`src/design/lsh_pkg.sv`:
```
package lsh_pkg;

    localparam int MAX_WIDTH  = 1024;
    localparam int COL_W      = $clog2(MAX_WIDTH);
    localparam int PIX_W      = 8;
    localparam int FW_W       = 11;
    localparam int FH_W       = 16;
    localparam int PEND_W     = COL_W + 1;
    localparam int CFG_IDX_W  = 1;
    localparam int CFG_DATA_W = 16;

    localparam logic [FW_W-1:0] RESET_WIDTH  = FW_W'(640);
    localparam logic [FH_W-1:0] RESET_HEIGHT = FH_W'(480);

    typedef enum logic [CFG_IDX_W-1:0] {
        CFG_FRAME_WIDTH  = 1'b0,
        CFG_FRAME_HEIGHT = 1'b1
    } t_cfg_idx;

    // item between the counter stage and the filter stage
    typedef struct packed {
        logic             valid;
        logic             pix;
        logic             prod;
        logic             zero;
        logic             last;
        logic [PIX_W-1:0] pixel;
        logic [COL_W-1:0] col;
    } t_s1;

    // last column index of a row, width clamped to 3..MAX_WIDTH
    function automatic logic [COL_W-1:0] last_col_of(input logic [FW_W-1:0] w);
        logic [31:0] wx;
        wx = 32'(w);
        if (wx < 32'd3) begin
            wx = 32'd3;
        end
        if (wx > 32'(MAX_WIDTH)) begin
            wx = 32'(MAX_WIDTH);
        end
        return COL_W'(wx - 32'd1);
    endfunction

    // last row index of a frame, height clamped to at least 3
    function automatic logic [FH_W-1:0] last_row_of(input logic [FH_W-1:0] h);
        logic [FH_W-1:0] lr;
        if (h < FH_W'(3)) begin
            lr = FH_W'(2);
        end else begin
            lr = h - FH_W'(1);
        end
        return lr;
    endfunction

endpackage

```
`src/design/lsh_stream_if.sv`:
```


interface lsh_out_if import lsh_pkg::*; ();
    logic             valid;
    logic             ready;
    logic [PIX_W-1:0] pixel_out;
    logic             frame_last;

    modport source (output valid, output pixel_out, output frame_last, input ready);
    modport sink   (input valid, input pixel_out, input frame_last, output ready);
endinterface

```
`src/design/lsh_back.sv`:
```
module lsh_back import lsh_pkg::*; (
    input  logic             i_clk,
    input  logic             i_rst_n,
    input  t_s1              i_s1,
    input  logic [PIX_W-1:0] i_above,
    input  logic [PIX_W-1:0] i_center,
    output logic             o_s1_go,
    output logic             o_we,
    output logic [COL_W-1:0] o_waddr,
    output logic [PIX_W-1:0] o_wdata_above,
    output logic [PIX_W-1:0] o_wdata_center,
    lsh_out_if.source        o_px
);

    // window taps: above, left, center, below
    logic [PIX_W-1:0] r_tap0, r_tap1, r_tap2, r_tap3;
    logic             r_out_valid;
    logic [PIX_W-1:0] r_out_pixel;
    logic             r_out_last;

    logic                     go;
    logic                     fire;
    logic [PIX_W+2:0]         five_c;
    logic [PIX_W+1:0]         nsum;
    logic signed [PIX_W+3:0]  v;
    logic [PIX_W-1:0]         sat;

    assign go   = !r_out_valid || o_px.ready;
    assign fire = i_s1.valid && go;

    assign o_s1_go        = go;
    assign o_we           = fire && i_s1.pix;
    assign o_waddr        = i_s1.col;
    assign o_wdata_above  = i_center;
    assign o_wdata_center = i_s1.pixel;

    always_comb begin
        five_c = {1'b0, r_tap2, 2'b00} + (PIX_W+3)'(r_tap2);
        nsum   = (PIX_W+2)'(r_tap1) + (PIX_W+2)'(i_center)
               + (PIX_W+2)'(r_tap0) + (PIX_W+2)'(r_tap3);
        v      = $signed({1'b0, five_c}) - $signed({2'b00, nsum});
        if (v < 0) begin
            sat = '0;
        end else if (v > (PIX_W+4)'(255)) begin
            sat = '1;
        end else begin
            sat = v[PIX_W-1:0];
        end
    end

    always_ff @(posedge i_clk) begin
        if (o_we) begin
            r_tap1 <= r_tap2;
            r_tap2 <= i_center;
            r_tap0 <= i_above;
            r_tap3 <= i_s1.pixel;
        end
        if (go) begin
            r_out_pixel <= i_s1.zero ? '0 : sat;
            r_out_last  <= i_s1.last;
        end
    end

    always_ff @(posedge i_clk) begin
        if (!i_rst_n) begin
            r_out_valid <= 1'b0;
        end else if (go) begin
            r_out_valid <= fire && i_s1.prod;
        end
    end

    assign o_px.valid      = r_out_valid;
    assign o_px.pixel_out  = r_out_pixel;
    assign o_px.frame_last = r_out_last;

    a_last_is_border: assert property (@(posedge i_clk) disable iff (!i_rst_n)
        o_px.valid && o_px.frame_last |-> o_px.pixel_out == '0)
        else $error("frame end item carries a nonzero pixel");

    a_flush_is_zero: assert property (@(posedge i_clk) disable iff (!i_rst_n)
        i_s1.valid && !i_s1.pix |-> i_s1.zero && i_s1.prod)
        else $error("flush item not a zero result");

    a_last_only_flush: assert property (@(posedge i_clk) disable iff (!i_rst_n)
        i_s1.valid && i_s1.pix |-> !i_s1.last)
        else $error("pixel item marked as frame end");

endmodule
```
`src/flat_wrapper.sv`:
```
// flat-port wrapper written by rule: the top's interface ports become plain ports
module lsh_back_flat import lsh_pkg::*;
  (i_clk, i_rst_n, i_s1, i_above, i_center, o_s1_go, o_we, o_waddr, o_wdata_above, o_wdata_center, o_px_valid, o_px_pixel_out, o_px_frame_last, o_px_ready);
  lsh_out_if o_px_i ();
  input  logic i_clk;
  input  logic i_rst_n;
  input  t_s1 i_s1;
  input  logic [PIX_W-1:0] i_above;
  input  logic [PIX_W-1:0] i_center;
  output logic o_s1_go;
  output logic o_we;
  output logic [COL_W-1:0] o_waddr;
  output logic [PIX_W-1:0] o_wdata_above;
  output logic [PIX_W-1:0] o_wdata_center;
  output wire logic [$bits(o_px_i.valid)-1:0] o_px_valid;
  output wire logic [$bits(o_px_i.pixel_out)-1:0] o_px_pixel_out;
  output wire logic [$bits(o_px_i.frame_last)-1:0] o_px_frame_last;
  input wire logic [$bits(o_px_i.ready)-1:0] o_px_ready;
  assign o_px_valid = o_px_i.valid;
  assign o_px_pixel_out = o_px_i.pixel_out;
  assign o_px_frame_last = o_px_i.frame_last;
  assign o_px_i.ready = o_px_ready;
  lsh_back u_core (.i_clk(i_clk), .i_rst_n(i_rst_n), .i_s1(i_s1), .i_above(i_above), .i_center(i_center), .o_s1_go(o_s1_go), .o_we(o_we), .o_waddr(o_waddr), .o_wdata_above(o_wdata_above), .o_wdata_center(o_wdata_center), .o_px(o_px_i));
endmodule
```
`config.mk`:
```
export PLATFORM = sky130hd
export DESIGN_NAME = lsh_back_flat
export DESIGN_NICKNAME = d
export VERILOG_FILES = /design/src/design/lsh_pkg.sv /design/src/design/lsh_stream_if.sv /design/src/design/lsh_back.sv /design/src/flat_wrapper.sv
export SDC_FILE = /design/constraint.sdc
export NUM_CORES = 1
export LEC_CHECK = 0
export ABC_AREA = 1
export BUFFER_PORTS_ARGS = -buffer_cell sky130_fd_sc_hd__buf_4
export CORE_ASPECT_RATIO = 0.6
export CORE_MARGIN = 2
export CORE_UTILIZATION = 49
export DETAILED_ROUTE_END_ITERATION = 6
export GPL_TIMING_DRIVEN = 1
export HOLD_SLACK_MARGIN = 0.12
export PLACE_DENSITY = 0.79
export SYNTH_ARGS = -nofsm -noshare
export SYNTH_HDL_FRONTEND = slang
export SYNTH_SLANG_ARGS = --single-unit
```
`constraint.sdc`:
```
create_clock -name i_clk -period 4.28 [get_ports i_clk]
set_input_delay 0.428 -clock i_clk [delete_from_list [all_inputs] [get_ports i_clk]]
set_output_delay 0.428 -clock i_clk [all_outputs]
set_load 0.02 [all_outputs]
```
==> summary.md, run 1 <==
| Metric | Value |
|---|---|
| Post-synthesis instance total | 329 |
| Iter 0 DRT Violations | 94 |
| Initial antenna violation count | 0 |
| Tmin final | 4.733 ns |
| Die height | 66.65 um |
| Antenna diode instance count | 0 |
| Final number of setup-violating endpoints | 8 |
| CORE AREA | 0.006221 mm2 |
| CTS tree | built |
| Later-pin clock latency in the skew report | 0.30 ns |
| Critical Path Start Type | register |
| Data required, critical path | 4.35 ns |
| Area used by multi-input combinational logic | 0.001704 mm2 |
| Nature of the critical path endpoint | register |
| Global-route total usage across every layer | 19.66% |
| Final Worst Setup Slack | -0.4535 ns |
| Routed met2 length | 3.029 mm |
| Cell with the most instances after synthesis | sky130_fd_sc_hd__inv_1 |
| Number of detailed-routing iterations run before antenna repair | 4 |
| Post-route design area | 0.004215 mm2 |
| Syn Std Cell Area | 0.003206 mm2 |
| Number of maximum-capacitance violations | 0 |
| Sequential-to-total area share from yosys stat | 39.03% |
| RSZ-0062 raised after global routing | true |
| Power per Cell Area | 682.0 mW/mm2 |
| Hold violation total from the final report | 0 |
| Growth of design area from synthesis to finish | 31.50% |
| Clock tree root buffer cell | sky130_fd_sc_hd__clkbuf_8 |
| Routed len/inst | 13.39 um |
| Number of buffers inserted during clock tree synthesis | 5 |
| Synthesized netlist net count | 418 |
| VDD IR-drop max | 375.6 uV |
| Top cell types by occurrence after synthesis | 71 x sky130_fd_sc_hd__inv_1, 51 x sky130_fd_sc_hd__nand2_1, 41 x sky130_fd_sc_hd__edfxtp_1 |
| Pin count of the biggest net entering global routing | 34 |
| Startpoint of the tightest hold check path | i_above[5] |
| Warning count from the yosys run | 0 |
| Worst Max-Slew Pin Slew | 0.9873 ns |
| Placed cell area | 0.003945 mm2 |
| EDFF count, synth | 41 |
| Vias | 2387 |
| Failing checks | negative setup slack |
| Post-Route Skew | 0.007159 ns |
| Sequential standard cell area | 0.001251 mm2 |
| Crit Path Category | register to register |
| Area of the die | 0.007226 mm2 |
| Clk buf depth | 2 |
| Clock transition time at the flip-flop clock pins of the worst setup and hold paths | 0.08 ns |
| Most frequently used flop master after synthesis | sky130_fd_sc_hd__edfxtp_1 |
| Cell type with the highest aggregate area in the netlist | sky130_fd_sc_hd__edfxtp_1 |
| Number of top-level design ports | 80 |
| Share of flip-flops with an asynchronous set or reset | 0% |
| Placed wire-length estimate | 5.096 mm |
| Netlist cell types | 28 |
| Crit path launch | u_core.r_tap1[0] |
| Period utilisation layout | 110.6% |
| Max Transition Viols Final | 0 |
| Total routed wirelength | 6.668 mm |
| GPL Wtd Cong | 0.8927 |
| Leakage power figure | 0.002030 uW |
| Share of final-layout standard cells stronger than drive strength 1 | 39.37% |
| Post-synthesis sequential element count | 42 |
| Maximum clock rate | 211.3 MHz |
| Top cells by area, synth | sky130_fd_sc_hd__edfxtp_1 38%, sky130_fd_sc_hd__ha_1 11%, sky130_fd_sc_hd__fa_1 11% |
| Effective utilization at floorplan | 51.53% |
| Count of clock tree sinks | 42 |
| Relative max-transition margin | 34.03% |
| Number of buffers inserted by port buffering | 59 |
| Via count of the first global-routing pass | 2341 |
| Avg Vias per Cell | 4.793 |
| Worst min path class | input pin to register |
| Horizontal die dimension | 108.4 um |
| Post-layout nets | 503 |
| Overall overflow remaining after global route | 0 |
| Global-route wire length before repair | 10.73 mm |
| Arrival time of data at the critical path endpoint | 4.80 ns |
| Post-route ant nets | 0 |
| Detailed route wirelength on metal3 | 380 um |
| Run status | finished, violations left |
| DRC errors left | 0 |
| Site row count | 22 |
| Top layer in use | met4 |
| Fill cell total of the finished layout | 479 |
| Share of the synthesized area in the top cell type | 38.41% |
| Routed length on met1 | 3.130 mm |
| Maximum level of the CTS H-tree | 2 |
| Launch point of the worst reg-to-reg path | u_core.r_tap1[0] |
| Average size of a mapped cell | 9.743 um2 |
| Total Power | 2875 uW |
| Worst-path fanout max | 8 |
==> worst max-delay path, cell delays in order (launching register included) <==
cell                       delay, ns
sky130_fd_sc_hd__edfxtp_1       0.42
sky130_fd_sc_hd__ha_4           0.19
sky130_fd_sc_hd__inv_2          0.05
sky130_fd_sc_hd__fa_2           0.43
sky130_fd_sc_hd__fa_1           0.51
sky130_fd_sc_hd__inv_1          0.05
sky130_fd_sc_hd__ha_2           0.20
sky130_fd_sc_hd__fa_2           0.36
sky130_fd_sc_hd__nand3_2        0.09
sky130_fd_sc_hd__nand2_2        0.06
sky130_fd_sc_hd__a21oi_2        0.12
sky130_fd_sc_hd__nor2_1         0.05
sky130_fd_sc_hd__nor2_1         0.12
sky130_fd_sc_hd__xor2_1         0.22
sky130_fd_sc_hd__fa_1           0.48
sky130_fd_sc_hd__ha_4           0.28
sky130_fd_sc_hd__nand2_2        0.07
sky130_fd_sc_hd__nand2_2        0.07
sky130_fd_sc_hd__a21oi_2        0.14
sky130_fd_sc_hd__nand2_1        0.07
sky130_fd_sc_hd__nand2_1        0.07
sky130_fd_sc_hd__nand2_2        0.09
sky130_fd_sc_hd__nor2_8         0.19
sky130_fd_sc_hd__nand3_1        0.09
sky130_fd_sc_hd__nand2_1        0.07
sky130_fd_sc_hd__inv_1          0.04
==> per-layer routing <==
metal	track usage, %	up-vias
li1	-	1189
met1	25.45	1115
met2	32.50	70
met3	5.382	13
met4	5.769	0
met5	0	-
==> layout by cell type (no fill, tap or decap), drive strengths merged <==
| cell | count |
|---|---|
| a21boi | 1 |
| a21oi | 21 |
| buf | 104 |
| bufinv | 1 |
| clkbuf | 5 |
| clkinv | 2 |
| dfxtp | 1 |
| edfxtp | 41 |
| fa | 18 |
| ha | 29 |
| inv | 71 |
| nand2 | 59 |
| nand3 | 18 |
| nand4 | 1 |
| nor2 | 15 |
| nor3 | 4 |
| o211ai | 1 |
| o21ai | 2 |
| o21bai | 1 |
| o311ai | 2 |
| xnor2 | 9 |
| xor2 | 8 |
==> worst paths after layout <==
check / slack [ns] / cells past startpoint / end
worst max-delay path: -0.45 / 25 / u_core.o_px.pixel_out[3]
worst min-delay path: 0.29 / 1 / u_core.r_tap0[5]
worst max register to register: -0.45 / 25 / u_core.o_px.pixel_out[3]
worst min register to register: 0.57 / 0 / u_core.r_tap1[6]
==> per-stage QoR <==
step | util [%] | setup TNS, ns | cells | hold WS [ns] | worst slack, ns
after floorplan | - | -1.295 | 329 | 0.4926 | -0.1626
after global routing | 67.76 | -6.004 | 498 | 0.2786 | -0.7605
final | 67.76 | -3.535 | 498 | 0.2937 | -0.4535
after global placement | 63.42 | -4.561 | 484 | 0.5382 | -0.5761
after detailed placement | 63.42 | -5.073 | 484 | 0.5349 | -0.6456
after CTS | 66.03 | -3.708 | 495 | 0.2878 | -0.4695
==> cell families after synthesis <==
kind of cell,Yosys count,share of synthesized area (%)
buffers and inverters,98,14.56
AND/OR/NAND/NOR,97,13.90
adder cells (fa/ha/maj),47,22.56
flip-flops,42,39.03
AO/OA/AOI/OAI,28,5.309
XOR/XNOR,17,4.645
==> final cells by class <==
| type | instances | area share (%) |
|---|---|---|
| Clock buffer | 5 | 1.633 |
| Clock inverter | 2 | 0.8014 |
| Inverter | 72 | 6.441 |
| Multi-Input combinational cell | 189 | 40.43 |
| Sequential cell | 42 | 29.68 |
| Tap cell | 84 | 2.493 |
| Timing Repair Buffer | 104 | 18.52 |
==> repair_timing <==
| action | CTS | global route |
|---|---|---|
| endpoints found under the setup margin | 8 | 8 |
| hold buffers | 0 | 0 |
| resized for setup | 8 | 18 |
| buffers inserted | 4 | 3 |
| pin swaps | 20 | 17 |
==> registers in the layout, summed over array words and instances, names as in the netlist <==
signal and cells:
u_core.o_px.valid 1, u_core.r_tap3 8, u_core.o_px.frame_last 1, u_core.o_px.pixel_out 8, u_core.r_tap1 8, u_core.r_tap0 8, u_core.r_tap2 8
==> report_power, final <==
group	switching, uW	internal (uW)
Sequential	17.1	515
Combinational	1110	922
Clock	138	169
No activity file was read; power rests on OpenSTA's default activity.
==> run 2: changes to the inputs <==
--- a/config.mk
+++ b/config.mk
@@ -7,13 +7,16 @@
 export LEC_CHECK = 0
 export ABC_AREA = 1
 export BUFFER_PORTS_ARGS = -buffer_cell sky130_fd_sc_hd__buf_4
+export CAP_MARGIN = 20
+export CELL_PAD_IN_SITES_DETAIL_PLACEMENT = 1
+export CELL_PAD_IN_SITES_GLOBAL_PLACEMENT = 2
 export CORE_ASPECT_RATIO = 0.6
 export CORE_MARGIN = 2
-export CORE_UTILIZATION = 49
+export CORE_UTILIZATION = 30
 export DETAILED_ROUTE_END_ITERATION = 6
 export GPL_TIMING_DRIVEN = 1
 export HOLD_SLACK_MARGIN = 0.12
-export PLACE_DENSITY = 0.79
+export PLACE_DENSITY = 0.8
 export SYNTH_ARGS = -nofsm -noshare
 export SYNTH_HDL_FRONTEND = slang
 export SYNTH_SLANG_ARGS = --single-unit
==> summary.md, run 2 (synthesis gave the netlist of run 1 again) <==
| Metric | Value |
|---|---|
| Post-route design area | 0.004404 mm2 (was 0.004215 mm2) |
| Iter 0 DRT Violations | 40 (was 94) |
| Global-route wire length before repair | 12.69 mm (was 10.73 mm) |
| Post-layout nets | 509 (was 503) |
| Launch point of the worst reg-to-reg path | u_core.r_tap1[0] (unchanged) |
| Clock tree root buffer cell | sky130_fd_sc_hd__clkbuf_16 (was sky130_fd_sc_hd__clkbuf_8) |
| Run status | finished, violations left (unchanged) |
| Overall overflow remaining after global route | 0 (unchanged) |
| Final number of setup-violating endpoints | 8 (unchanged) |
| Nature of the critical path endpoint | register (unchanged) |
| Maximum level of the CTS H-tree | 2 (unchanged) |
| Placed wire-length estimate | 6.125 mm (was 5.096 mm) |
| Worst Max-Slew Pin Slew | 0.4464 ns (was 0.9873 ns) |
| Share of final-layout standard cells stronger than drive strength 1 | 39.43% (was 39.37%) |
| Max Transition Viols Final | 0 (unchanged) |
| Routed len/inst | 13.33 um (was 13.39 um) |
| Horizontal die dimension | 137.5 um (was 108.4 um) |
| Crit path launch | u_core.r_tap1[0] (unchanged) |
| Critical Path Start Type | register (unchanged) |
| Tmin final | 4.785 ns (was 4.733 ns) |
| Placed cell area | 0.004074 mm2 (was 0.003945 mm2) |
| Number of buffers inserted during clock tree synthesis | 5 (unchanged) |
| Pin count of the biggest net entering global routing | 34 (unchanged) |
| Failing checks | negative setup slack (unchanged) |
| Final Worst Setup Slack | -0.5049 ns (was -0.4535 ns) |
| GR Layer Usage met2 | 21.71% (was 32.50%) |
| Data required, critical path | 4.32 ns (was 4.35 ns) |
| GPL Wtd Cong | 0.8048 (was 0.8927) |
| Relative max-transition margin | 70.24% (was 34.03%) |
| CTS tree | built (unchanged) |
| Last element of the critical path | u_core.o_px.pixel_out[2] (was u_core.o_px.pixel_out[3]) |
| Arrival time of data at the critical path endpoint | 4.83 ns (was 4.80 ns) |
| Top delay family on crit path | adder cells (unchanged) |
| Clock transition time at the flip-flop clock pins of the worst setup and hold paths | 0.07 ns (was 0.08 ns) |
| Number of buffers inserted by port buffering | 59 (unchanged) |
| Crit Path Category | register to register (unchanged) |
| Global-route total usage across every layer | 14.11% (was 19.66%) |
| Via count of the first global-routing pass | 2613 (was 2341) |
| Sum of negative setup slack | -3.901 ns (was -3.535 ns) |
| Final design utilization | 42.00% (was 67.76%) |
| R2r endpoint | u_core.o_px.pixel_out[2] (was u_core.o_px.pixel_out[3]) |
| Commonest non-fill, non-tap cells in the layout | 110 x sky130_fd_sc_hd__buf_4, 68 x sky130_fd_sc_hd__inv_1, 45 x sky130_fd_sc_hd__nand2_1 (was 104 x sky130_fd_sc_hd__buf_4, 67 x sky130_fd_sc_hd__inv_1, 45 x sky130_fd_sc_hd__nand2_1) |
| Number of cells on the worst reg-to-reg path | 26 (was 25) |
| Leakage power figure | 0.002101 uW (was 0.002030 uW) |
| Post-route ant nets | 0 (unchanged) |
| Later-pin clock latency in the skew report | 0.29 ns (was 0.30 ns) |
| Period utilisation layout | 111.8% (was 110.6%) |
| Initial antenna violation count | 0 (unchanged) |
| Site row count | 29 (was 22) |
| Vias | 2397 (was 2387) |
| Worst min path class | input pin to register (unchanged) |
| Total stage count of the critical path | 26 (was 25) |
| Number of top-level design ports | 80 (unchanged) |
| Number of maximum-capacitance violations | 0 (unchanged) |
| DRC errors left | 0 (unchanged) |
| Hold violation total from the final report | 0 (unchanged) |
| Maximum clock rate | 209.0 MHz (was 211.3 MHz) |
| Crit-path slowest cell | sky130_fd_sc_hd__fa_1 (unchanged) |
| Number of detailed-routing iterations run before antenna repair | 4 (unchanged) |
| Power per Cell Area | 707.7 mW/mm2 (was 682.0 mW/mm2) |
| GR Util met3 | 3.461% (was 5.382%) |
| Die height | 84.07 um (was 66.65 um) |
| Worst-case setup slack after placement | -0.7918 ns (was -0.6456 ns) |
| Depth of the worst hold-timing path | 1 (unchanged) |
| Most common cell after layout, fill and taps aside | sky130_fd_sc_hd__buf_4 (unchanged) |
| RSZ-0062 raised after global routing | true (unchanged) |
| Delay of the slowest cell on the worst path | 0.54 ns (was 0.51 ns) |
| Post-Route Skew | 0.008586 ns (was 0.007159 ns) |
| Global-route track usage on met1 | 20.11% (was 25.45%) |
| Count of clock tree sinks | 42 (unchanged) |
| Total routed wirelength | 7.464 mm (was 6.668 mm) |
| VDD IR-drop max | 298.9 uV (was 375.6 uV) |
| Growth of design area from synthesis to finish | 37.39% (was 31.50%) |
| R2r setup slk | -0.50 ns (was -0.45 ns) |
| Antenna diode instance count | 0 (unchanged) |
| Avg Vias per Cell | 4.280 (was 4.793) |
| CORE AREA | 0.01049 mm2 (was 0.006221 mm2) |
| Area of the die | 0.01156 mm2 (was 0.007226 mm2) |
| Worst-path fanout max | 8 (unchanged) |
| Effective utilization at floorplan | 30.57% (was 51.53%) |
| Bufs and invs on worst path | 5 (was 3) |
| Clk buf depth | 2 (unchanged) |
| Busiest grt layer | met2 (unchanged) |
[run 2: changes by cell type in the layout (fill, tap and decap cells not counted), sizes merged]
cell    change
inv         +1
buf         +6
bufinv      +1
clkinv      -1
[run 2: metrics by stage]
step | total power [uW] | hold WS [ns] | cells
floorplan | 1857 | 0.4926 | 329
global placement | 2439 | 0.5506 | 547
CTS | 3049 | 0.3051 | 558
finish | 3117 | 0.3115 | 560
global route | 3438 | 0.2981 | 560
detailed placement | 2489 | 0.5525 | 547
[run 2: metal layers]
layer / share of wire (%) / up-vias / routed length [um]
li1: - / 1199 / -
met1: 50 / 1132 / 3751
met2: 44 / 60 / 3271
met3: 5.1 / 6 / 378
met4: 0.83 / 0 / 62
met5: 0 / - / 0
[run 2: worst min-delay path by stage]
stage / start / endpoint
after CTS: i_above[3] / u_core.r_tap0[3]
after global routing: i_above[3] / u_core.r_tap0[3]
after floorplan: u_core.r_tap2[0] / u_core.r_tap1[0]
final: i_above[3] / u_core.r_tap0[3]
after detailed placement: u_core.r_tap2[1] / u_core.r_tap1[1]
after global placement: u_core.r_tap2[1] / u_core.r_tap1[1]
[run 2: cell type report]
cell class / count / area, um2
flip-flops and latches: 42 / 1251
clock inverters: 3 / 63.81
clock buffers: 5 / 125.1
multi-input cells: 189 / 1692
well taps: 139 / 173.9
repair buffers: 110 / 825.8
fillers: 1202 / 6082
inverters: 72 / 272.8
[run 2: repair_timing]
item,CTS,global route
pin swaps,8,5
endpoints found under the setup margin,8,8
buffers inserted,3,2
resized for setup,9,15
hold buffers,0,0
[run 2: where the power goes]
group | internal, uW | switching [uW] | total [uW]
logic | 973 | 1120 | 2100
registers | 516 | 18.2 | 534
clock network | 332 | 154 | 487
[run 2: worst reg2reg max path: cells and delay by family, from the launching register on]
family | cells | cell delay [ns]
AOI/OAI and AO/OA | 4 | 0.52
DFF | 1 | 0.38
adders and majority gates | 6 | 2.09
xor gates and xnor gates | 2 | 0.41
buffers and inverters | 5 | 0.33
and+or+nand+nor | 9 | 0.80
