[src/design/lsh_pkg.sv]
package lsh_pkg;

    localparam int MAX_WIDTH  = 1024;
    localparam int COL_W      = $clog2(MAX_WIDTH);
    localparam int PIX_W      = 8;
    localparam int FW_W       = 11;
    localparam int FH_W       = 16;
    localparam int PEND_W     = COL_W + 1;
    localparam int CFG_IDX_W  = 1;
    localparam int CFG_DATA_W = 16;

    localparam logic [FW_W-1:0] RESET_WIDTH  = FW_W'(640);
    localparam logic [FH_W-1:0] RESET_HEIGHT = FH_W'(480);

    typedef enum logic [CFG_IDX_W-1:0] {
        CFG_FRAME_WIDTH  = 1'b0,
        CFG_FRAME_HEIGHT = 1'b1
    } t_cfg_idx;

    // item between the counter stage and the filter stage
    typedef struct packed {
        logic             valid;
        logic             pix;
        logic             prod;
        logic             zero;
        logic             last;
        logic [PIX_W-1:0] pixel;
        logic [COL_W-1:0] col;
    } t_s1;

    // last column index of a row, width clamped to 3..MAX_WIDTH
    function automatic logic [COL_W-1:0] last_col_of(input logic [FW_W-1:0] w);
        logic [31:0] wx;
        wx = 32'(w);
        if (wx < 32'd3) begin
            wx = 32'd3;
        end
        if (wx > 32'(MAX_WIDTH)) begin
            wx = 32'(MAX_WIDTH);
        end
        return COL_W'(wx - 32'd1);
    endfunction

    // last row index of a frame, height clamped to at least 3
    function automatic logic [FH_W-1:0] last_row_of(input logic [FH_W-1:0] h);
        logic [FH_W-1:0] lr;
        if (h < FH_W'(3)) begin
            lr = FH_W'(2);
        end else begin
            lr = h - FH_W'(1);
        end
        return lr;
    endfunction

endpackage

[src/design/lsh_stream_if.sv]
interface lsh_in_if import lsh_pkg::*; ();
    logic             valid;
    logic             ready;
    logic [PIX_W-1:0] pixel_in;
    logic             drain;

    modport source (output valid, output pixel_in, output drain, input ready);
    modport sink   (input valid, input pixel_in, input drain, output ready);
endinterface


[src/design/lsh_front.sv]
module lsh_front import lsh_pkg::*; (
    input  logic                  i_clk,
    input  logic                  i_rst_n,
    input  logic                  i_cfg_we,
    input  logic [CFG_IDX_W-1:0]  i_cfg_idx,
    input  logic [CFG_DATA_W-1:0] i_cfg_data,
    lsh_in_if.sink                i_px,
    input  logic                  i_s1_go,
    output t_s1                   o_s1,
    output logic                  o_rd_en,
    output logic [COL_W-1:0]      o_rd_addr
);

    logic [COL_W-1:0]  r_col,      n_col;
    logic [FH_W-1:0]   r_row,      n_row;
    logic [PEND_W-1:0] r_pending,  n_pending;
    logic [COL_W-1:0]  r_last_col, n_last_col;
    logic [FH_W-1:0]   r_last_row, n_last_row;
    t_s1               r_s1,       n_s1;

    logic ready;
    logic accept;
    logic flushing;
    logic pix_item;

    assign ready    = !r_s1.valid || i_s1_go;
    assign accept   = i_px.valid && ready;
    assign flushing = (r_pending != '0);
    assign pix_item = !flushing && !i_px.drain;

    assign i_px.ready = ready;
    assign o_s1       = r_s1;
    assign o_rd_en    = accept && pix_item;
    assign o_rd_addr  = r_col;

    always_comb begin
        n_s1       = r_s1;
        n_col      = r_col;
        n_row      = r_row;
        n_pending  = r_pending;
        n_last_col = r_last_col;
        n_last_row = r_last_row;

        if (ready) begin
            n_s1.valid = accept && (flushing || !i_px.drain);
            n_s1.pixel = i_px.pixel_in;
            n_s1.col   = r_col;
            if (flushing) begin
                n_s1.pix  = 1'b0;
                n_s1.prod = 1'b1;
                n_s1.zero = 1'b1;
                n_s1.last = (r_pending == PEND_W'(1));
            end else begin
                n_s1.pix  = 1'b1;
                // column zero finishes the right border pixel two rows up
                n_s1.prod = (r_col == '0) ? (r_row >= FH_W'(2)) : (r_row != '0);
                n_s1.zero = (r_col == '0) || (r_col == COL_W'(1)) || (r_row == FH_W'(1));
                n_s1.last = 1'b0;
            end
        end

        if (accept) begin
            if (flushing) begin
                n_pending = r_pending - PEND_W'(1);
            end else if (!i_px.drain) begin
                if (r_col == r_last_col) begin
                    n_col = '0;
                    if (r_row == r_last_row) begin
                        n_row     = '0;
                        n_pending = PEND_W'(r_last_col) + PEND_W'(2);
                    end else begin
                        n_row = r_row + FH_W'(1);
                    end
                end else begin
                    n_col = r_col + COL_W'(1);
                end
            end
        end

        if (i_cfg_we) begin
            case (t_cfg_idx'(i_cfg_idx))
                CFG_FRAME_WIDTH: begin
                    n_last_col = last_col_of(i_cfg_data[FW_W-1:0]);
                end
                CFG_FRAME_HEIGHT: begin
                    n_last_row = last_row_of(i_cfg_data[FH_W-1:0]);
                end
                default: begin
                end
            endcase
            n_col     = '0;
            n_row     = '0;
            n_pending = '0;
        end
    end

    always_ff @(posedge i_clk) begin
        if (!i_rst_n) begin
            r_col      <= '0;
            r_row      <= '0;
            r_pending  <= '0;
            r_last_col <= last_col_of(RESET_WIDTH);
            r_last_row <= last_row_of(RESET_HEIGHT);
            r_s1       <= '0;
        end else begin
            r_col      <= n_col;
            r_row      <= n_row;
            r_pending  <= n_pending;
            r_last_col <= n_last_col;
            r_last_row <= n_last_row;
            r_s1       <= n_s1;
        end
    end

    a_col_in_row: assert property (@(posedge i_clk) disable iff (!i_rst_n)
        r_col <= r_last_col)
        else $error("column counter beyond row end");

    a_pending_bound: assert property (@(posedge i_clk) disable iff (!i_rst_n)
        r_pending <= PEND_W'(r_last_col) + PEND_W'(2))
        else $error("flush count beyond width plus one");

    a_flush_no_pixel: assert property (@(posedge i_clk) disable iff (!i_rst_n)
        accept && flushing && !i_cfg_we |=> !r_s1.pix)
        else $error("pixel item issued while flushing");

endmodule

[src/flat_wrapper.sv]
// flat-port wrapper written by rule: the top's interface ports become plain ports
module lsh_front_flat import lsh_pkg::*;
  (i_clk, i_rst_n, i_cfg_we, i_cfg_idx, i_cfg_data, i_s1_go, o_s1, o_rd_en, o_rd_addr, i_px_valid, i_px_pixel_in, i_px_drain, i_px_ready);
  lsh_in_if i_px_i ();
  input  logic i_clk;
  input  logic i_rst_n;
  input  logic i_cfg_we;
  input  logic [CFG_IDX_W-1:0] i_cfg_idx;
  input  logic [CFG_DATA_W-1:0] i_cfg_data;
  input  logic i_s1_go;
  output t_s1 o_s1;
  output logic o_rd_en;
  output logic [COL_W-1:0] o_rd_addr;
  input wire logic [$bits(i_px_i.valid)-1:0] i_px_valid;
  input wire logic [$bits(i_px_i.pixel_in)-1:0] i_px_pixel_in;
  input wire logic [$bits(i_px_i.drain)-1:0] i_px_drain;
  output wire logic [$bits(i_px_i.ready)-1:0] i_px_ready;
  assign i_px_i.valid = i_px_valid;
  assign i_px_i.pixel_in = i_px_pixel_in;
  assign i_px_i.drain = i_px_drain;
  assign i_px_ready = i_px_i.ready;
  lsh_front u_core (.i_clk(i_clk), .i_rst_n(i_rst_n), .i_cfg_we(i_cfg_we), .i_cfg_idx(i_cfg_idx), .i_cfg_data(i_cfg_data), .i_px(i_px_i), .i_s1_go(i_s1_go), .o_s1(o_s1), .o_rd_en(o_rd_en), .o_rd_addr(o_rd_addr));
endmodule
[config.mk]
export PLATFORM = sky130hd
export DESIGN_NAME = lsh_front_flat
export DESIGN_NICKNAME = d
export VERILOG_FILES = /design/src/design/lsh_pkg.sv /design/src/design/lsh_stream_if.sv /design/src/design/lsh_front.sv /design/src/flat_wrapper.sv
export SDC_FILE = /design/constraint.sdc
export NUM_CORES = 1
export LEC_CHECK = 0
export ABC_CLOCK_PERIOD_IN_PS = 2390
export BUFFER_PORTS_ARGS = -buffer_cell sky130_fd_sc_hd__clkbuf_2
export CAP_MARGIN = 10
export CORE_ASPECT_RATIO = 0.9
export CORE_MARGIN = 2
export CORE_UTILIZATION = 25
export DETAILED_ROUTE_END_ITERATION = 7
export PLACE_DENSITY = 0.41
export SLEW_MARGIN = 30
export SYNTH_ARGS = -nofsm -noshare
export SYNTH_HDL_FRONTEND = slang
export SYNTH_SLANG_ARGS = --single-unit
export TNS_END_PERCENT = 30
[constraint.sdc]
create_clock -name i_clk -period 2.39 [get_ports i_clk]
set_input_delay 0.478 -clock i_clk [delete_from_list [all_inputs] [get_ports i_clk]]
set_output_delay 0.478 -clock i_clk [all_outputs]
set_load 0.01 [all_outputs]
==> results of run 1 <==
flip-flops by register name (all words and copies together) (netlist names):
name,count
u_core.o_s1,23
u_core.r_last_row,16
u_core.r_row,16
u_core.r_pending,11
u_core.o_rd_addr,10
u_core.r_last_col,10
how the worst max path moves through the flow:
stage,endpoint,slack [ns]
after floorplan,u_core.r_last_col[4]$_SDFFE_PN1P_,0.29
after global placement,u_core.r_last_col[4]$_SDFFE_PN1P_,0.18
after detailed placement,u_core.r_last_col[6]$_SDFFE_PN1P_,0.10
after CTS,o_rd_en,0.04
after global routing,o_rd_en,0.004
final,o_rd_en,0.09
where the power goes:
group / total (mW) / internal, mW / switching [mW]
sequential: 1.56 / 1.50 / 0.0641
clock: 1.44 / 0.812 / 0.632
combinational: 0.767 / 0.315 / 0.452
total: 3.77 / 2.62 / 1.15
cell usage after synthesis, types with 4 or more instances:
cell type and count:
a221o_1 7, or4_1 5, inv_1 14, nor2_1 62, nor3_1 16, nand4_1 18, clkbuf_1 12, nor2_2 5
a21oi_1 37, o22ai_1 6, buf_6 5, a22oi_1 5, nor4_2 4, nor4_1 10, nor2b_1 7, dfxtp_1 86
o21ai_0 16, xnor2_1 44, and3_1 10, xor2_1 28, buf_2 11, ha_1 13, nand3_1 32, nand2_1 86
stage by stage:
stage	utilization	hold slack, ns	setup WS (ns)	instances
global placement	0.293	0.440	0.177	913
CTS	0.309	0.334	0.0413	928
global route	0.309	0.334	0.00409	928
floorplan	-	0.444	0.292	591
detailed placement	0.293	0.443	0.104	913
finish	0.309	0.350	0.0902	928
worst max-delay path, stage by stage (launching register included):
cell and delay, ns:
dfxtp_1 0.36, or3_1 0.46, buf_4 0.19, nor4_4 0.26, clkbuf_2 0.20
area by class of cell:
type,instances,share of cell area
multi-input combinational,456,0.483
sequential,86,0.293
timing repair buffer,106,0.110
tap,250,0.0533
clock buffer,9,0.0384
clock inverter,6,0.0122
inverter,15,0.00959
kinds of logic after synthesis:
logic type	share of synthesized area
fa+ha+maj	0.0340
simple gates	0.295
mux	0.00653
xor+xnor	0.132
flops	0.359
compound gates	0.124
buf+inv	0.0504
timing repair:
action	CTS	global route
setup endpoints to repair	1	0
buffers inserted	0	0
resized for setup	1	0
layer usage:
layer	track usage	up-vias	wire, µm
li1	-	2229	-
met4	0.0351	0	138
met5	0	-	0
met1	0.219	2009	7530
met3	0.0303	7	442
met2	0.221	73	6370
==> metrics, run 1 <==
status finished clean; Layout area overhead 22.5%; clk root buf clkbuf_16; number of I/O pins 66; unrepaired setup endpoints after global routing no; placed cell areas 5560 µm²; worst r2r src u_core.r_row[4]$_SDFFE_PP0P_; crit path from u_core.r_pending[6]$_SDFFE_PP0P_; first-pass detailed-route iteration total 5; Hold Buf Count CTS 0; CTS buffer count 9; Tcrit/Tclk final 0.962; largest net degree at the start of global routing 36; required time worst endpoint 1.91 ns; setup slack, reg-to-reg 0.35 ns; Mapped Cells 591; Max FO, Critical Path 6; proportion of layout cells with a drive suffix above 1 0.209; Routed WL per cell 15.6 µm; synth top area cells dfxtp_1 36%, xnor2_1 8.0%, nand2_1 6.7%, xor2_1 5.1%, nor2_1 4.9%; Async SR Flop Fraction 0; number of vias in the routed layout 4318; Post-synth EDFFs 0; Fmax achieved 0.435 GHz; Synth Warn # 0; top cell type's share of synthesized area 0.359; diode count 0; Pleak 2.30 nW; Chip Width 150 µm; Final setup viols 0; Worst-Margin Slew 0.642 ns; vias in the first global route 4276; syn_nets 635; Worst Hold Depth 3; GRT overflow 0; hpwl dp 11100 µm; # fillers 2085; Worst slew margin 0.568; CTS sink cnt 86; wirelength, routed 14500 µm; Crit. End Element primary output; first-pass GRT wire length 23500 µm; count of cell types in the netlist 57; CP Class flip-flop to primary output; post-synthesis area per instance 8.11 µm²; initial antenna violation count 0; Max VDD drop 0.315 mV; Worst R2R End u_core.r_pending[1]$_SDFFE_PP0P_; max-slew violations 0; clock slew at reported path FFs 0.07 ns; htree depth 3; die height 135 µm; Clock Latency Late Sink 0.35 ns; Detail Route Antenna Nets 0; most used flip-flop cell after synthesis dfxtp_1; Hold Path Sink u_core.o_s1[12]$_SDFFE_PN0N_; register bit total from synthesis 86; Final Cell Area 5870 µm²; Final Critical Period 2.30 ns; commonest non-fill, non-tap cells in the layout 86 x nand2_1, 86 x dfxtp_1, 65 x clkbuf_2, 62 x nor2_1, 44 x xnor2_1; Worst Hold Class input pin to flip-flop; clock buffer depth 2; routed vias/inst 4.65; Seq/Total Area, Yosys 0.359; sequential cell area 1720 µm²; Synth area leader dfxtp_1; nets 718; CTS tree built; gp weighted congestion 0.841; Clock Skew 0.0125 ns; Core Region 19000 µm²; Post-Syn Area 4790 µm²; Startpoint Class flip-flop; Arr. time, crit path 1.82 ns; DR DRC count 0; Power, Total 3.77 mW; Row Count 48; Max Cap Viol 0; worst hold start i_px_pixel_in[2]; final hold violations 0; post-route setup TNS 0 ns; Pwr Density 642 nW/µm²; die area 20300 µm²; Port Buf Inserts 65; area occupied by multi-input gates 2840 µm²; Initial Util 0.252; GRT Overall Usage 0.149; reg2reg path depth 7; Iteration-0 DRC Markers 260
No activity file was read; power rests on OpenSTA's default activity.
==> run 2: changes to the inputs <==
--- a/config.mk
+++ b/config.mk
@@ -5,6 +5,7 @@
 export SDC_FILE = /design/constraint.sdc
 export NUM_CORES = 1
 export LEC_CHECK = 0
+export ABC_AREA = 1
 export ABC_CLOCK_PERIOD_IN_PS = 2390
 export BUFFER_PORTS_ARGS = -buffer_cell sky130_fd_sc_hd__clkbuf_2
 export CAP_MARGIN = 10
==> run 2 against run 1 <==
Largest power group unchanged. Maximum frequency is 1.9% higher. Synthesized cell count is 42% higher. Critical path depth up 3. Setup slack improved by 0.043 ns. Wire length increased by 15%. Die area up 14%. Clock skew about the same. Core utilization is 0.45 points lower. Design area rose by 12%. Critical endpoint unchanged. First-iteration DRC count is 7.3% higher.
==> metrics, run 2 <==
Chip Width 160 µm (+6.6%); Initial Util 0.253 (+0.000838); first-pass GRT wire length 27200 µm (+16%); sw frac 0.276 (-0.0280); Seq/Total Area, Yosys 0.315 (-0.0442); most instantiated library cell after synthesis nand2_1; Combinational Power Share 0.118 (-0.085); Fmax achieved 0.443 GHz (+1.9%); Iteration-0 DRC Markers 279 (+7.3%); die height 144 µm (+6.6%); syn_nets 881 (+39%); Arr. time, crit path 1.78 ns (-0.04 ns); htree depth 3 (unchanged); Worst Hold Class input pin to flip-flop; Max VDD drop 0.250 mV (-20%); commonest non-fill, non-tap cells in the layout 221 x nand2_1, 104 x nor2_1, 90 x inv_1, 86 x dfxtp_1, 65 x clkbuf_2; gp weighted congestion 0.822 (-2.3%); initial antenna violation count 0 (unchanged); post-synthesis area per instance 6.53 µm² (-19%); count of cell types in the netlist 42 (-26%); Row Count 51 (+6.3%); Synth area leader dfxtp_1; register bit total from synthesis 86 (unchanged); required time worst endpoint 1.91 ns (about the same); die area 23100 µm² (+14%); number of I/O pins 66 (unchanged); status finished clean; CTS buffer count 9 (unchanged); max reg flops 23 (unchanged); Post-synth EDFFs 0 (unchanged); fin cells 1215 (+31%); Hold Buf Count CTS 0 (unchanged); Sequential Power Share 0.443 (+0.029); Worst slew margin 0.566 (-0.00201); Clock Skew 0.0125 ns (+0.0000171 ns); CTS tree built; area occupied by multi-input gates 3250 µm² (+14%); Crit. End Element primary output; max incr delay on CP 0.34 ns (-0.12 ns); Pleak 2.95 nW (+28%); routed vias/inst 4.39 (-5.8%); cell at the slowest stage of the critical path dfxtp_1; Startpoint Class flip-flop; Hold Path Sink u_core.o_s1[17]$_SDFFE_PN0N_; Max Cap Viol 0 (unchanged); most used flip-flop cell after synthesis dfxtp_1; max-slew violations 0 (unchanged); nets 963 (+34%); Pwr Density 522 nW/µm² (-19%); Routed WL per cell 13.7 µm (-12%); pre-CTS setup slack 0.178 ns (+0.0737 ns); Worst R2R End u_core.r_row[6]$_SDFFE_PP0P_; Switch Pwr 0.948 mW (-17%); final hold violations 0 (unchanged); Final Critical Period 2.26 ns (-0.0430 ns); Synth top cells by count 221 x nand2_1, 104 x nor2_1, 91 x inv_1; most numerous cell on the critical path inv_2; GRT overflow 0 (unchanged); Int Power 2.48 mW (-5.4%); Clock Latency Late Sink 0.35 ns (about the same); Final setup viols 0 (unchanged); sequential cell area 1720 µm² (unchanged); vias in the first global route 4973 (+16%); Detail Route Antenna Nets 0 (unchanged); clock slew at reported path FFs 0.07 ns (about the same); Max FO, Critical Path 6 (unchanged); top cell type's share of synthesized area 0.315 (-0.0442); setup ws final 0.133 ns (+0.0430 ns); worst r2r src u_core.r_pending[0]$_SDFFE_PP0P_; Worst-Margin Slew 0.650 ns (+0.00823 ns); worst hold start i_px_pixel_in[7]; Layout area overhead 20.3%; GRT Overall Usage 0.148 (-0.000487); Port Buf Inserts 65 (unchanged); DR DRC count 0 (unchanged); Power, Total 3.43 mW (-9.0%); number of vias in the routed layout 5328 (+23%); post-route setup TNS 0 ns (unchanged); # fillers 2471 (+19%); hpwl dp 12900 µm (+16%); Worst Hold Depth 3 (unchanged); Tcrit/Tclk final 0.944 (-0.0180); Synth Warn # 0 (unchanged); clock buffer depth 2 (unchanged); clk root buf clkbuf_16; clock power share 0.439 (+0.056); proportion of layout cells with a drive suffix above 1 0.187 (-0.0222); reg2reg path depth 10 (+3); setup slack, reg-to-reg 0.41 ns (+0.06 ns); Post-Syn Area 5460 µm² (+14%); WHS 0.377 ns (+0.0272 ns); CP Cell Sequence inv_2 > ha_2 > nand3_1 > nor3_4 > nand3_4 > inv_2 > clkbuf_2; Mapped Cells 837 (+42%); diode count 0 (unchanged); wirelength, routed 16700 µm (+15%); Core Region 21600 µm² (+14%); CTS sink cnt 86 (unchanged); Async SR Flop Fraction 0 (unchanged); synth top area cells dfxtp_1 32%, nand2_1 15%, nor2_1 7.1%, inv_1 6.3%, xor2_1 4.8%; CP Class flip-flop to primary output; Placed Instances 1198 (+31%); first-pass detailed-route iteration total 4 (-1); most common cell after layout, fill and taps aside nand2_1; largest net degree at the start of global routing 32 (-11%)
run 2: kinds of logic (layout without fill, tap and decap cells):
| family | Yosys count | in the layout | synth area share |
|---|---|---|---|
| and+or+nand+nor | 445 | 445 | 0.362 |
| AOI/OAI and AO/OA | 126 | 126 | 0.134 |
| buffers and inverters | 126 | 213 | 0.0925 |
| DFF | 86 | 86 | 0.315 |
| xor gates and xnor gates | 40 | 40 | 0.0641 |
| adders and majority gates | 13 | 13 | 0.0298 |
| muxes | 1 | 1 | 0.00183 |
run 2: layer usage:
metal	GRT usage	share of wire	up-vias
li1	-	-	2860
met1	0.223	0.56	2357
met2	0.213	0.39	93
met3	0.0227	0.032	18
met4	0.0517	0.016	0
met5	0	0	-
run 2: power by group through the flow:
stage | registers, mW | logic [mW] | clock network [mW]
3_5_place_dp | 1.55 | 0.410 | 0
5_1_grt | 1.53 | 0.467 | 1.62
4_1_cts | 1.52 | 0.412 | 1.55
3_3_place_gp | 1.55 | 0.412 | 0
2_1_floorplan | 1.55 | 0.254 | 0
6_report | 1.52 | 0.406 | 1.51
run 2: final cells by class:
cell class,instances,share of cell area
clock buffer,10,0.0364
clock inverter,6,0.0114
tap,291,0.0554
sequential,86,0.262
multi-input combinational,625,0.494
timing repair buffer,92,0.0803
inverter,105,0.0607
run 2: worst max-delay path by stage:
stage,startpoint,to,slack [ns]
floorplan,i_cfg_data[6],u_core.r_last_col[4]$_SDFFE_PN1P_,0.38
global placement,i_cfg_data[10],u_core.r_last_col[4]$_SDFFE_PN1P_,0.14
detailed placement,i_cfg_data[10],u_core.r_last_col[4]$_SDFFE_PN1P_,0.18
CTS,u_core.r_pending[0]$_SDFFE_PP0P_,o_rd_en,0.06
global route,u_core.r_pending[0]$_SDFFE_PP0P_,o_rd_en,-0.02
finish,u_core.r_pending[0]$_SDFFE_PP0P_,o_rd_en,0.13
run 2: metrics by stage:
step                utilization  cell area (µm²)
floorplan                     -             5460
global placement          0.289             6240
detailed placement        0.289             6240
CTS                       0.304             6570
global route              0.305             6570
finish                    0.305             6570
run 2: critical path, delay by kind of cell (launching register included):
kind	cells	cell delay, ns
buffers and inverters	3	0.35
and+or+nand+nor	3	0.51
adders and majority gates	1	0.22
DFF	1	0.34
run 2: repair_timing:
item                       CTS  global route
setup endpoints to repair    1             1
resized for setup            2             1
setup buffers                1             0
pin swaps                    1             1
==> run 3: changes to the inputs <==
--- a/config.mk
+++ b/config.mk
@@ -11,9 +11,9 @@
 export CAP_MARGIN = 10
 export CORE_ASPECT_RATIO = 0.9
 export CORE_MARGIN = 2
-export CORE_UTILIZATION = 25
+export CORE_UTILIZATION = 23
 export DETAILED_ROUTE_END_ITERATION = 7
-export PLACE_DENSITY = 0.41
+export PLACE_DENSITY = 0.38
 export SLEW_MARGIN = 30
 export SYNTH_ARGS = -nofsm -noshare
 export SYNTH_HDL_FRONTEND = slang
==> run 3 against run 2 <==
Core utilization down 2.3 points. Clock skew decreased by 0.0043 ns. Sequential share of layout area barely moved. First-iteration DRC count increased by 13%. Register-to-register slack is essentially flat. Highest routed layer unchanged. Largest power group unchanged. Clock-buffer cell count down 1. Clock power fell by 6%.
==> metrics, run 3 (synthesized netlist as in run 2, its figures left out) <==
first-pass detailed-route iteration total 7 (+3); Crit path depth 7 (unchanged); commonest non-fill, non-tap cells in the layout 221 x nand2_1, 104 x nor2_1, 90 x inv_1, 86 x dfxtp_1, 65 x clkbuf_2; sw frac 0.296 (+0.0192); setup slack, reg-to-reg 0.42 ns (about the same); Row Count 53 (+3.9%); crit path from u_core.r_pending[0]$_SDFFE_PP0P_; Worst Hold Class input pin to flip-flop; unrepaired setup endpoints after global routing no; CTS tree built; Crit. End Element primary output; CP Cell Sequence inv_2 > ha_2 > nand3_1 > nor3_4 > nand3_2 > inv_2 > clkbuf_2; number of I/O pins 66 (unchanged); Clock Latency Late Sink 0.35 ns (about the same); max-slew violations 0 (unchanged); clock slew at reported path FFs 0.07 ns (about the same); clock power share 0.424 (-0.015); clk root buf clkbuf_16; vias in the first global route 5103 (+2.6%); initial antenna violation count 0 (unchanged); Detail Route Antenna Nets 0 (unchanged); Placed Instances 1210 (+1.0%); Tcrit/Tclk final 0.928 (-0.0162); Initial Util 0.234 (-0.0193); Worst setup endpoint o_rd_en; number of vias in the routed layout 5359 (+0.58%); worst hold start i_px_pixel_in[0]; diode count 0 (unchanged); wirelength, routed 17300 µm (+3.6%); most common cell after layout, fill and taps aside nand2_1; Final setup viols 0 (unchanged); DR DRC count 0 (unchanged); Post-Route Utilization 0.281 (-0.0233); reg2reg path depth 11 (+1); status finished clean; post-route setup TNS 0 ns (unchanged); Core Region 23300 µm² (+8.2%); Hold Buf Count CTS 0 (unchanged); Max Cap Viol 0 (unchanged); required time worst endpoint 1.91 ns (about the same); Iteration-0 DRC Markers 316 (+13%); Clock Skew 0.00821 ns (-0.00431 ns); Pleak 2.95 nW (about the same); die height 150 µm (+4.1%); proportion of layout cells with a drive suffix above 1 0.189 (+0.00176); Max FO, Critical Path 6 (unchanged); Sequential Power Share 0.453 (+0.010); Startpoint Class flip-flop; Pwr Density 510 nW/µm² (-2.3%); cell at the slowest stage of the critical path dfxtp_1; clock buffer depth 2 (unchanged); CTS sink cnt 86 (unchanged); Int Power 2.36 mW (-4.9%); setup ws final 0.172 ns (+0.0387 ns); Max VDD drop 0.259 mV (+3.6%); Chip Width 166 µm (+4.2%); htree depth 3 (unchanged); Switch Pwr 0.991 mW (+4.5%); Final Critical Period 2.22 ns (-0.0387 ns); Fmax achieved 0.451 GHz (+1.7%); GRT overflow 0 (unchanged); routed vias/inst 4.36 (-0.48%); max reg flops 23 (unchanged); buffers plus inverters on the worst setup path 3 (unchanged); Routed WL per cell 14.1 µm (+2.5%); family with the most delay on the worst path simple AND/OR/NAND/NOR gates; Worst R2R End u_core.r_pending[7]$_SDFFE_PP0P_; Worst slew margin 0.586 (+0.0197); worst r2r src u_core.r_row[0]$_SDFFE_PP0P_; first-pass GRT wire length 28500 µm (+4.9%); gp weighted congestion 0.826 (+0.51%); nets 965 (+0.21%); Layout area overhead 20.3% (about the same); Worst-Margin Slew 0.621 ns (-0.0295 ns); most numerous cell on the critical path inv_2; max incr delay on CP 0.34 ns (about the same); Port Buf Inserts 65 (unchanged); pre-CTS setup slack 0.151 ns (-0.0270 ns); die area 25000 µm² (+8.5%); fin cells 1228 (+1.1%); Arr. time, crit path 1.74 ns (-0.04 ns); hpwl dp 13500 µm (+4.7%); largest net degree at the start of global routing 32 (unchanged); CTS buffer count 9 (unchanged); Combinational Power Share 0.123 (+0.005); final hold violations 0 (unchanged); GRT Overall Usage 0.144 (-0.00468); CP Class flip-flop to primary output
[run 3: worst register-to-register path: stages (launching register included)]
cell and delay (ns):
dfxtp_1 0.52, inv_2 0.13, nand2_1 0.08, nand2_1 0.05, nor2_1 0.09, nand2_1 0.06
nor2_1 0.10, nand2_1 0.16, nand2_2 0.24, nand3_4 0.22, a21oi_1 0.19, nor2_1 0.05
[run 3: routing by layer]
metal  part of all wire  GRT usage  up-vias  wire length, µm
li1                   -          -     2868                -
met1               0.55      0.214     2378             9490
met2               0.40      0.213       97             6980
met3              0.034     0.0231       16              593
met4              0.012     0.0371        0              209
met5                  0          0        -                0
[run 3: cell type report]
type                            instances  area, µm²
Clock buffer                            9        225
Tap cell                              302        378
Clock inverter                          7       65.1
Timing Repair Buffer                   94        543
Inverter                              105        399
Multi-Input combinational cell        625       3240
Fill cell                            2693      16800
Sequential cell                        86       1720
[run 3: repair_timing]
action                     4_1_cts  5_1_grt
pin swaps                        1        1
setup endpoints to repair        1        1
resized for setup                1        1
setup buffers                    2        0
[run 3: worst min-delay path by stage]
stage | endpoint | cells after the start
2_1_floorplan | u_core.r_last_row[14]$_SDFFE_PN0P_ | 2
5_1_grt | u_core.o_s1[10]$_SDFFE_PN0N_ | 3
4_1_cts | u_core.o_s1[10]$_SDFFE_PN0N_ | 3
3_5_place_dp | u_core.o_s1[21]$_SDFFE_PN0N_ | 2
3_3_place_gp | u_core.o_s1[18]$_SDFFE_PN0N_ | 2
6_report | u_core.o_s1[10]$_SDFFE_PN0N_ | 3
[run 3: power by group through the flow]
| stage | sequential, mW | clock (mW) | combinational, mW |
|---|---|---|---|
| finish | 1.52 | 1.42 | 0.413 |
| global route | 1.52 | 1.53 | 0.472 |
| CTS | 1.52 | 1.48 | 0.418 |
| detailed placement | 1.55 | 0 | 0.416 |
| global placement | 1.55 | 0 | 0.418 |
| floorplan | 1.55 | 0 | 0.254 |
[run 3: metrics by stage]
stage / instance area, µm² / power [mW] / hold WS [ns]
after floorplan: 5460 / 1.80 / 0.457
after CTS: 6570 / 3.42 / 0.361
after global routing: 6570 / 3.52 / 0.381
final: 6570 / 3.35 / 0.373
after global placement: 6260 / 1.97 / 0.461
after detailed placement: 6260 / 1.97 / 0.458
